<file path="src/sorted_token_set_assert.svh">
// Assertion macros shared by the sorted token set modules.
// Both macros expect clk_i and rst_ni to be visible at the point of use.
`ifndef SORTED_TOKEN_SET_ASSERT_SVH
`define SORTED_TOKEN_SET_ASSERT_SVH

// A condition that must hold at every clock edge out of reset.
`define STSET_ASSERT_ALWAYS(lbl, cond, msg) \
  lbl: assert property (@(posedge clk_i) disable iff (!rst_ni) (cond)) \
    else $error(msg);

// A consequence that must hold in the same cycle as its antecedent.
`define STSET_ASSERT_IMPLY(lbl, ante, cons, msg) \
  lbl: assert property (@(posedge clk_i) disable iff (!rst_ni) (ante) |-> (cons)) \
    else $error(msg);

`endif

</file>
<file path="src/stset_pkg.sv">
package stset_pkg;

  typedef enum logic [1:0] {
    MODE_BYTE,
    MODE_CP,
    MODE_BLOCK,
    MODE_READ
  } mode_e;

  typedef enum logic [2:0] {
    ST_OK,
    ST_BAD_UNICODE,
    ST_FULL,
    ST_TOO_LONG,
    ST_RANGE
  } status_e;

  typedef enum logic [4:0] {
    S_IDLE,
    S_DISP,
    S_KEYP,
    S_ENC,
    S_SI,
    S_SRCH,
    S_ORD,
    S_CRD,
    S_CCHK,
    S_SHIFT,
    S_SHWR,
    S_CPRD,
    S_CPWR,
    S_DONE,
    S_EMIT,
    S_RDORD,
    S_RDLEN,
    S_RDCHK,
    S_RDB,
    S_RDEMIT
  } state_e;

  localparam logic [31:0] CP_1B_MAX = 32'h0000_007F;
  localparam logic [31:0] CP_2B_MAX = 32'h0000_07FF;
  localparam logic [31:0] CP_3B_MAX = 32'h0000_FFFF;
  localparam logic [31:0] CP_MAX    = 32'h0010_FFFF;
  localparam logic [7:0]  LEAD_2B   = 8'hC0;
  localparam logic [7:0]  LEAD_3B   = 8'hE0;
  localparam logic [7:0]  LEAD_4B   = 8'hF0;
  localparam logic [7:0]  CONT_BYTE = 8'h80;
  localparam logic [7:0]  CONT_MASK = 8'h3F;

  localparam logic [31:0] BLK_LATIN_FIRST = 32'h0000_0000;
  localparam logic [31:0] BLK_LATIN_LAST  = 32'h0000_007F;
  localparam logic [31:0] BLK_PUNCT_FIRST = 32'h0000_2000;
  localparam logic [31:0] BLK_PUNCT_LAST  = 32'h0000_206F;

  typedef struct packed {
    logic [2:0]      len;   // zero marks a codepoint beyond the Unicode range
    logic [3:0][7:0] b;     // b[0] is the leading byte
  } utf8_t;

  typedef struct packed {
    logic    take;
    logic    key_pend;
    logic    key_enc;
    logic    srch_init;
    logic    mid_rd;
    logic    len_rd;
    logic    byte_rd;
    logic    i_inc;
    logic    go_lo;
    logic    go_hi;
    logic    sh_init;
    logic    sh_rd;
    logic    sh_wr;
    logic    place;
    logic    cp_wr;
    logic    cnt_inc;
    logic    cp_inc;
    logic    rd_ord;
    logic    st_set;
    status_e st_val;
    logic    emit;
    logic    emit_byte;
  } dp_cmd_t;

  typedef struct packed {
    mode_e mode;
    logic  last;
    logic  ovf;
    logic  enc_bad;
    logic  lo_lt_hi;
    logic  cnt_full;
    logic  i_eq_m;
    logic  elen_eq_klen;
    logic  elen_lt_klen;
    logic  byte_eq;
    logic  byte_lt;
    logic  p_gt_lo;
    logic  i_eq_klen;
    logic  cp_final;
    logic  idx_oob;
    logic  elen_zero;
    logic  rd_last;
    logic  out_free;
  } dp_sts_t;

  function automatic utf8_t utf8_encode(input logic [31:0] cp);
    utf8_t r;
    r = '0;
    if (cp <= CP_1B_MAX) begin
      r.len  = 3'd1;
      r.b[0] = cp[7:0];
    end else if (cp <= CP_2B_MAX) begin
      r.len  = 3'd2;
      r.b[0] = {3'b000, cp[10:6]} | LEAD_2B;
      r.b[1] = ({2'b00, cp[5:0]} & CONT_MASK) | CONT_BYTE;
    end else if (cp <= CP_3B_MAX) begin
      r.len  = 3'd3;
      r.b[0] = {4'b0000, cp[15:12]} | LEAD_3B;
      r.b[1] = {2'b00, cp[11:6]} | CONT_BYTE;
      r.b[2] = {2'b00, cp[5:0]} | CONT_BYTE;
    end else if (cp <= CP_MAX) begin
      r.len  = 3'd4;
      r.b[0] = {5'b00000, cp[20:18]} | LEAD_4B;
      r.b[1] = {2'b00, cp[17:12]} | CONT_BYTE;
      r.b[2] = {2'b00, cp[11:6]} | CONT_BYTE;
      r.b[3] = {2'b00, cp[5:0]} | CONT_BYTE;
    end
    return r;
  endfunction

endpackage

</file>
<file path="src/stset_ctrl.sv">
module stset_ctrl import stset_pkg::*; (
  input  logic    clk_i,
  input  logic    rst_ni,
  input  logic    in_valid_i,
  output logic    in_ready_o,
  input  dp_sts_t sts_i,
  output dp_cmd_t cmd_o
);

  state_e state_q, state_d;

  always_ff @(posedge clk_i or negedge rst_ni) begin
    if (!rst_ni) begin
      state_q <= S_IDLE;
    end else begin
      state_q <= state_d;
    end
  end

  always_comb begin
    state_d    = state_q;
    cmd_o      = '0;
    in_ready_o = 1'b0;
    unique case (state_q)
      S_IDLE: begin
        // No item is taken while the block is held in reset.
        in_ready_o = rst_ni;
        if (in_valid_i && rst_ni) begin
          cmd_o.take = 1'b1;
          state_d    = S_DISP;
        end
      end
      S_DISP: begin
        unique case (sts_i.mode)
          MODE_BYTE: begin
            if (!sts_i.last) begin
              state_d = S_IDLE;
            end else if (sts_i.ovf) begin
              cmd_o.st_set = 1'b1;
              cmd_o.st_val = ST_TOO_LONG;
              state_d      = S_EMIT;
            end else begin
              state_d = S_KEYP;
            end
          end
          MODE_CP, MODE_BLOCK: state_d = S_ENC;
          MODE_READ: begin
            if (sts_i.idx_oob) begin
              cmd_o.st_set = 1'b1;
              cmd_o.st_val = ST_RANGE;
              state_d      = S_EMIT;
            end else begin
              state_d = S_RDORD;
            end
          end
          default: state_d = S_IDLE;
        endcase
      end
      S_KEYP: begin
        cmd_o.key_pend = 1'b1;
        state_d        = S_SI;
      end
      S_ENC: begin
        if (sts_i.enc_bad) begin
          cmd_o.st_set = 1'b1;
          cmd_o.st_val = ST_BAD_UNICODE;
          state_d      = S_EMIT;
        end else begin
          cmd_o.key_enc = 1'b1;
          state_d       = S_SI;
        end
      end
      S_SI: begin
        cmd_o.srch_init = 1'b1;
        state_d         = S_SRCH;
      end
      S_SRCH: begin
        if (sts_i.lo_lt_hi) begin
          cmd_o.mid_rd = 1'b1;
          state_d      = S_ORD;
        end else if (sts_i.cnt_full) begin
          cmd_o.st_set = 1'b1;
          cmd_o.st_val = ST_FULL;
          state_d      = S_EMIT;
        end else begin
          cmd_o.sh_init = 1'b1;
          state_d       = S_SHIFT;
        end
      end
      S_ORD: begin
        cmd_o.len_rd = 1'b1;
        state_d      = S_CRD;
      end
      S_CRD: begin
        // All common bytes matched: the shorter token sorts first.
        if (sts_i.i_eq_m) begin
          if (sts_i.elen_eq_klen) begin
            state_d = S_DONE;
          end else begin
            cmd_o.go_lo = sts_i.elen_lt_klen;
            cmd_o.go_hi = !sts_i.elen_lt_klen;
            state_d     = S_SRCH;
          end
        end else begin
          cmd_o.byte_rd = 1'b1;
          state_d       = S_CCHK;
        end
      end
      S_CCHK: begin
        if (sts_i.byte_eq) begin
          cmd_o.i_inc = 1'b1;
          state_d     = S_CRD;
        end else begin
          cmd_o.go_lo = sts_i.byte_lt;
          cmd_o.go_hi = !sts_i.byte_lt;
          state_d     = S_SRCH;
        end
      end
      S_SHIFT: begin
        if (sts_i.p_gt_lo) begin
          cmd_o.sh_rd = 1'b1;
          state_d     = S_SHWR;
        end else begin
          cmd_o.place = 1'b1;
          state_d     = S_CPRD;
        end
      end
      S_SHWR: begin
        cmd_o.sh_wr = 1'b1;
        state_d     = S_SHIFT;
      end
      S_CPRD: begin
        if (sts_i.i_eq_klen) begin
          cmd_o.cnt_inc = 1'b1;
          state_d       = S_DONE;
        end else begin
          cmd_o.byte_rd = 1'b1;
          state_d       = S_CPWR;
        end
      end
      S_CPWR: begin
        cmd_o.cp_wr = 1'b1;
        state_d     = S_CPRD;
      end
      S_DONE: begin
        cmd_o.st_set = 1'b1;
        cmd_o.st_val = ST_OK;
        if (sts_i.mode == MODE_BLOCK && !sts_i.cp_final) begin
          cmd_o.cp_inc = 1'b1;
          state_d      = S_ENC;
        end else begin
          state_d = S_EMIT;
        end
      end
      S_EMIT: begin
        if (sts_i.out_free) begin
          cmd_o.emit = 1'b1;
          state_d    = S_IDLE;
        end
      end
      S_RDORD: begin
        cmd_o.rd_ord = 1'b1;
        state_d      = S_RDLEN;
      end
      S_RDLEN: begin
        cmd_o.len_rd = 1'b1;
        state_d      = S_RDCHK;
      end
      S_RDCHK: begin
        if (sts_i.elen_zero) begin
          cmd_o.st_set = 1'b1;
          cmd_o.st_val = ST_OK;
          state_d      = S_EMIT;
        end else begin
          state_d = S_RDB;
        end
      end
      S_RDB: begin
        cmd_o.byte_rd = 1'b1;
        state_d       = S_RDEMIT;
      end
      S_RDEMIT: begin
        if (sts_i.out_free) begin
          cmd_o.emit      = 1'b1;
          cmd_o.emit_byte = 1'b1;
          cmd_o.i_inc     = 1'b1;
          state_d         = sts_i.rd_last ? S_IDLE : S_RDB;
        end
      end
      default: state_d = S_IDLE;
    endcase
  end

endmodule

</file>
<file path="config.mk">
export PLATFORM = sky130hd
export DESIGN_NAME = stset_ctrl
export DESIGN_NICKNAME = d
export VERILOG_FILES = /design/src/sorted_token_set_assert.svh /design/src/stset_pkg.sv /design/src/stset_ctrl.sv
export SDC_FILE = /design/constraint.sdc
export NUM_CORES = 1
export LEC_CHECK = 0
export ABC_AREA = 1
export BUFFER_PORTS_ARGS = -buffer_cell sky130_fd_sc_hd__buf_4
export CAP_MARGIN = 20
export CORE_MARGIN = 4
export CORE_UTILIZATION = 49
export CTS_CLUSTER_SIZE = 40
export DETAILED_ROUTE_END_ITERATION = 8
export HOLD_SLACK_MARGIN = 0.12
export PLACE_DENSITY_LB_ADDON = 0.12
export SLEW_MARGIN = 20
export SYNTH_ARGS = -nofsm -noshare
export SYNTH_HDL_FRONTEND = slang
export SYNTH_SLANG_ARGS = --single-unit
</file>
<file path="constraint.sdc">
create_clock -name clk_i -period 4.1 [get_ports clk_i]
set_clock_uncertainty 0.2 [all_clocks]
set_input_delay 0.205 -clock clk_i [delete_from_list [all_inputs] [get_ports clk_i]]
set_output_delay 0.205 -clock clk_i [all_outputs]
set_load 0.01 [all_outputs]
</file>
**Word-level counts from Yosys, hierarchy flattened**

Cells that the tools add are included.
Widths: inputs -> output; s select.

- Equal/unequal tests: 25
- Multiplexer cells: 65
- Reductions and logical operators: 10

Operators with widths:

| operator | number |
|---|---|
| $pmux 5 s20 | 1 |
| $mux 4 | 13 |
| $eq 5x4->1 const B | 8 |
| $mux 1 | 32 |
| $mux 5 | 6 |
| $eq 5x3->1 const B | 4 |
| $eq 5x5->1 const B | 4 |
| $pmux 4 s5 | 1 |
| $pmux 5 s3 | 1 |
| $eq 5x2->1 const B | 2 |
| $mux 2 | 5 |
| $pmux 4 s2 | 1 |
| $ne 2x2->1 const B | 3 |
| $eq 5x1->1 const B | 1 |
| $logic_not 5->1 | 1 |
| $eq 2x2->1 const B | 2 |
| $pmux 1 s2 | 2 |
| $pmux 2 s2 | 1 |
| $reduce_or 2->1 | 2 |
| $logic_not 1->1 | 3 |
| $mux 3 | 1 |
| $pmux 1 s3 | 1 |
| $reduce_and 3->1 | 1 |
| $eq 2x1->1 const B | 1 |
| 2 further kinds | 3 |

- Register bits: 5
- Word-level logic and storage cells: 101

**Depth between registers and ports, before layout**

- Depth in word-level cells: 4
- Depth in mapped cells: 10
- Gate-level depth less buffers: 10

**Least setup slack after synthesis**

No wires, ideal clock.

- Kind: flip-flop to output port
- Start point: reg state_q[2]
- End point: out cmd_o[14] (netlist name)
- Arrival time: 1.285 ns
- Data required time: 3.695 ns
- Setup slack: 2.410 ns
- Stages on the path, launching flop included: 6
- Buffers on the path: 0
- Cells stage by stage: dfrtp_1 > inv_1 > nand3_1 > nor2_1 > inv_1 > o32ai_1

RTL lines:

| element | line | RTL |
|---|---|---|
| from (decl) | stset_ctrl.sv:10 | `state_e state_q, state_d;` |
| from (signal assigned) | stset_ctrl.sv:16 | `state_q <= state_d;` |
| to (decl) | stset_ctrl.sv:7 | `output dp_cmd_t cmd_o` |

==> impl_results.md <==
- Number of global-route vias before repair: 1243
- Register area: 125 um2
- Grt ovf: 0
- Req. time, crit path: 3690 ps
- Syn_area_per_cell: 5.28 um2
- Finish-stage setup viols: 0
- Minimum clock period: 2140 ps
- Post-cts gate resize count: 0
- Tcrit/Tclk final: 52.3%
- Seq cells post-synth: 5
- Status: complete, no violations
- Yosys cell types: 24
- I/O Buffers: 46
- Setup TNS: 0 ps
- Clk sinks: 5
- HPWL after DPL: 2590 um
- Placer Congestion: 0.987
- WHS: 149 ps
- Syn Inst Count: 173
- Pwr Total: 656 uW
- Num rows: 15
- # Max-Cap Violations: 0
- Arr. time, crit path: 1740 ps
- Die Area: 2620 um2
- Largest reg by FF count: state_q
- Hold Path Origin: in_valid_i
- Crit Path Class: reg2out
- First-pass GRT wire length: 5200 um
- Htree depth: 1
- Final ANT Viol Nets: 0
- Dpl ws: 2230 ps
- PD cells: 487 nW/um2
- Reg2reg path depth: 9
- Ys Warns: 0
- Hold Crit Class: in2reg
- Initial antenna violation count: 0
- Root Buffer: clkbuf_4
- Crit end category: primary output
- Achievable frequency: 466 MHz
- Max reg flops: 5
- Area occupied by multi-input gates: 646 um2
- Hold path cells: 4
- Tot GR Track Use: 25.7%
- Crit start category: flip-flop
- Netlist Area Pre-Place: 913 um2
- Total Wirelength: 3230 um
- Area Overhead vs Synth: 47.4%
- Core area: 1750 um2
- DRT Pass-1 Iters: 5
- Clk Latency, worst-skew pair: 250 ps
- Clk slew on worst S/H paths: 50 ps
- ANT cells: 0
- Clock Path Buffers: 2
- Final Slew Violations: 0
- Final nets: 253
- Least-Margin Pin Slew: 302 ps
- Worst Hold Endpoint: state_q[0]
- Relative slew slack: 79.8%
- # IOs: 47
- Reg2Reg Launch Point: state_q[4]
- Worst vdd ir: 406 uV
- Most frequent cells in the layout: buf_4, nand2_1, nor2_1
- Die Span Y: 51.2 um
- Starting DRT DRC Count: 86
- WL/cell: 12.8 um
- Layout cells sized above 1: 30.5%
- Post-synthesis sequential area ratio: 13.7%
- CTS tree: yes
- Setup ws final: 1960 ps
- R2R Setup Slk: 2370 ps
- Final Core Density: 77.1%
- # fillers: 151
- Critical-path maximum fanout: 6
- Largest regs: state_q: 5 flops
- Inserted Clock Buffers: 3
- Starting Density: 52.3%
- Die width: 51.2 um
- Commonest non-fill, non-tap cell in the layout: buf_4
- Via count: 1342
- Worst R2R End: state_q[0]
- Leakage: 0.810 nW
- Remaining DRCs: 0
- Via-to-Cell Ratio: 5.35
- Net count after synthesis: 199
- Largest net degree at the start of global routing: 8
- Final hold violation count: 0
- RSZ-0062 raised after global routing: false
[where the power goes]
| group | switching, mW | internal, mW | total, mW |
|---|---|---|---|
| sequential | 0.0390 | 0.0730 | 0.112 |
| clock | 0.0226 | 0.0369 | 0.0596 |
| combinational | 0.312 | 0.172 | 0.484 |
| total | 0.374 | 0.282 | 0.656 |
[what timing repair did]
item / in CTS / in global routing
setup endpoints to repair: 0 / 0
hold buffers: 3 / 0
setup buffers: 0 / 0
hold endpoints to repair: 7 / 0
[synthesized netlist by cell type]
cell | number | area, um2
nand2_1 | 40 | 150
nor2_1 | 34 | 128
inv_1 | 30 | 113
nand3_1 | 15 | 75.1
o21ai_0 | 8 | 40.0
inv_2 | 7 | 26.3
dfrtp_1 | 5 | 125
ha_1 | 4 | 50.1
nand4_1 | 4 | 25.0
nor2_2 | 4 | 25.0
nor3_1 | 3 | 15.0
o21ai_1 | 3 | 15.0
a21oi_1 | 2 | 10.0
a21oi_2 | 2 | 17.5
nand2_2 | 2 | 12.5
nor2_4 | 2 | 22.5
a211oi_1 | 1 | 7.51
clkinv_1 | 1 | 3.75
nand3_2 | 1 | 10.0
nor3_2 | 1 | 10.0
o21ai_2 | 1 | 8.76
o221ai_1 | 1 | 8.76
o32ai_1 | 1 | 8.76
or2_0 | 1 | 6.26
[cell type report]
class | count | share of cell area [%]
Timing Repair Buffer | 49 | 27.9
Multi-Input combinational cell | 130 | 48.0
Clock buffer | 4 | 1.95
Sequential cell | 5 | 9.29
Inverter | 38 | 10.6
Tap cell | 25 | 2.32
[cells by family (layout without fill, tap and decap cells)]
logic type               count (synthesis)  in the layout  share of synthesized area, %
AO/OA/AOI/OAI                           19             19                          12.7
adder cells (fa/ha/maj)                  4              4                          5.48
buffers and inverters                   38             91                          15.6
flip-flops                               5              5                          13.7
AND/OR/NAND/NOR                        107            107                          52.5
[through the flow]
step	cell area, um2	instances
floorplan	913	173
global placement	1290	244
detailed placement	1290	244
CTS	1350	251
global route	1350	251
finish	1350	251
[worst max-delay path, cell delays in order, from the launching register on]
cell	delay [ps]
dfrtp_1	450
inv_2	150
nand3_1	160
nor2_1	200
inv_1	90
o32ai_1	250
buf_4	180
[layer usage]
layer  vias up  wire length (um)  track usage, %
met3        12               336            3.79
met4         0                73            7.62
met2        99              1580            47.0
met1       580              1230            30.5
met5         -                 0               0
li1        651                 -               -
[worst max path at each step]
stage	start	to	slack, ps	cells after the start
after floorplan	state_q[2]	cmd_o[14]	2410	5
after global placement	state_q[2]	cmd_o[14]	2310	6
after detailed placement	state_q[2]	cmd_o[14]	2230	6
after CTS	state_q[2]	cmd_o[14]	1950	6
after global routing	state_q[2]	cmd_o[14]	1760	6
final	state_q[4]	cmd_o[14]	1960	6
(Power assumes the default switching activity.)
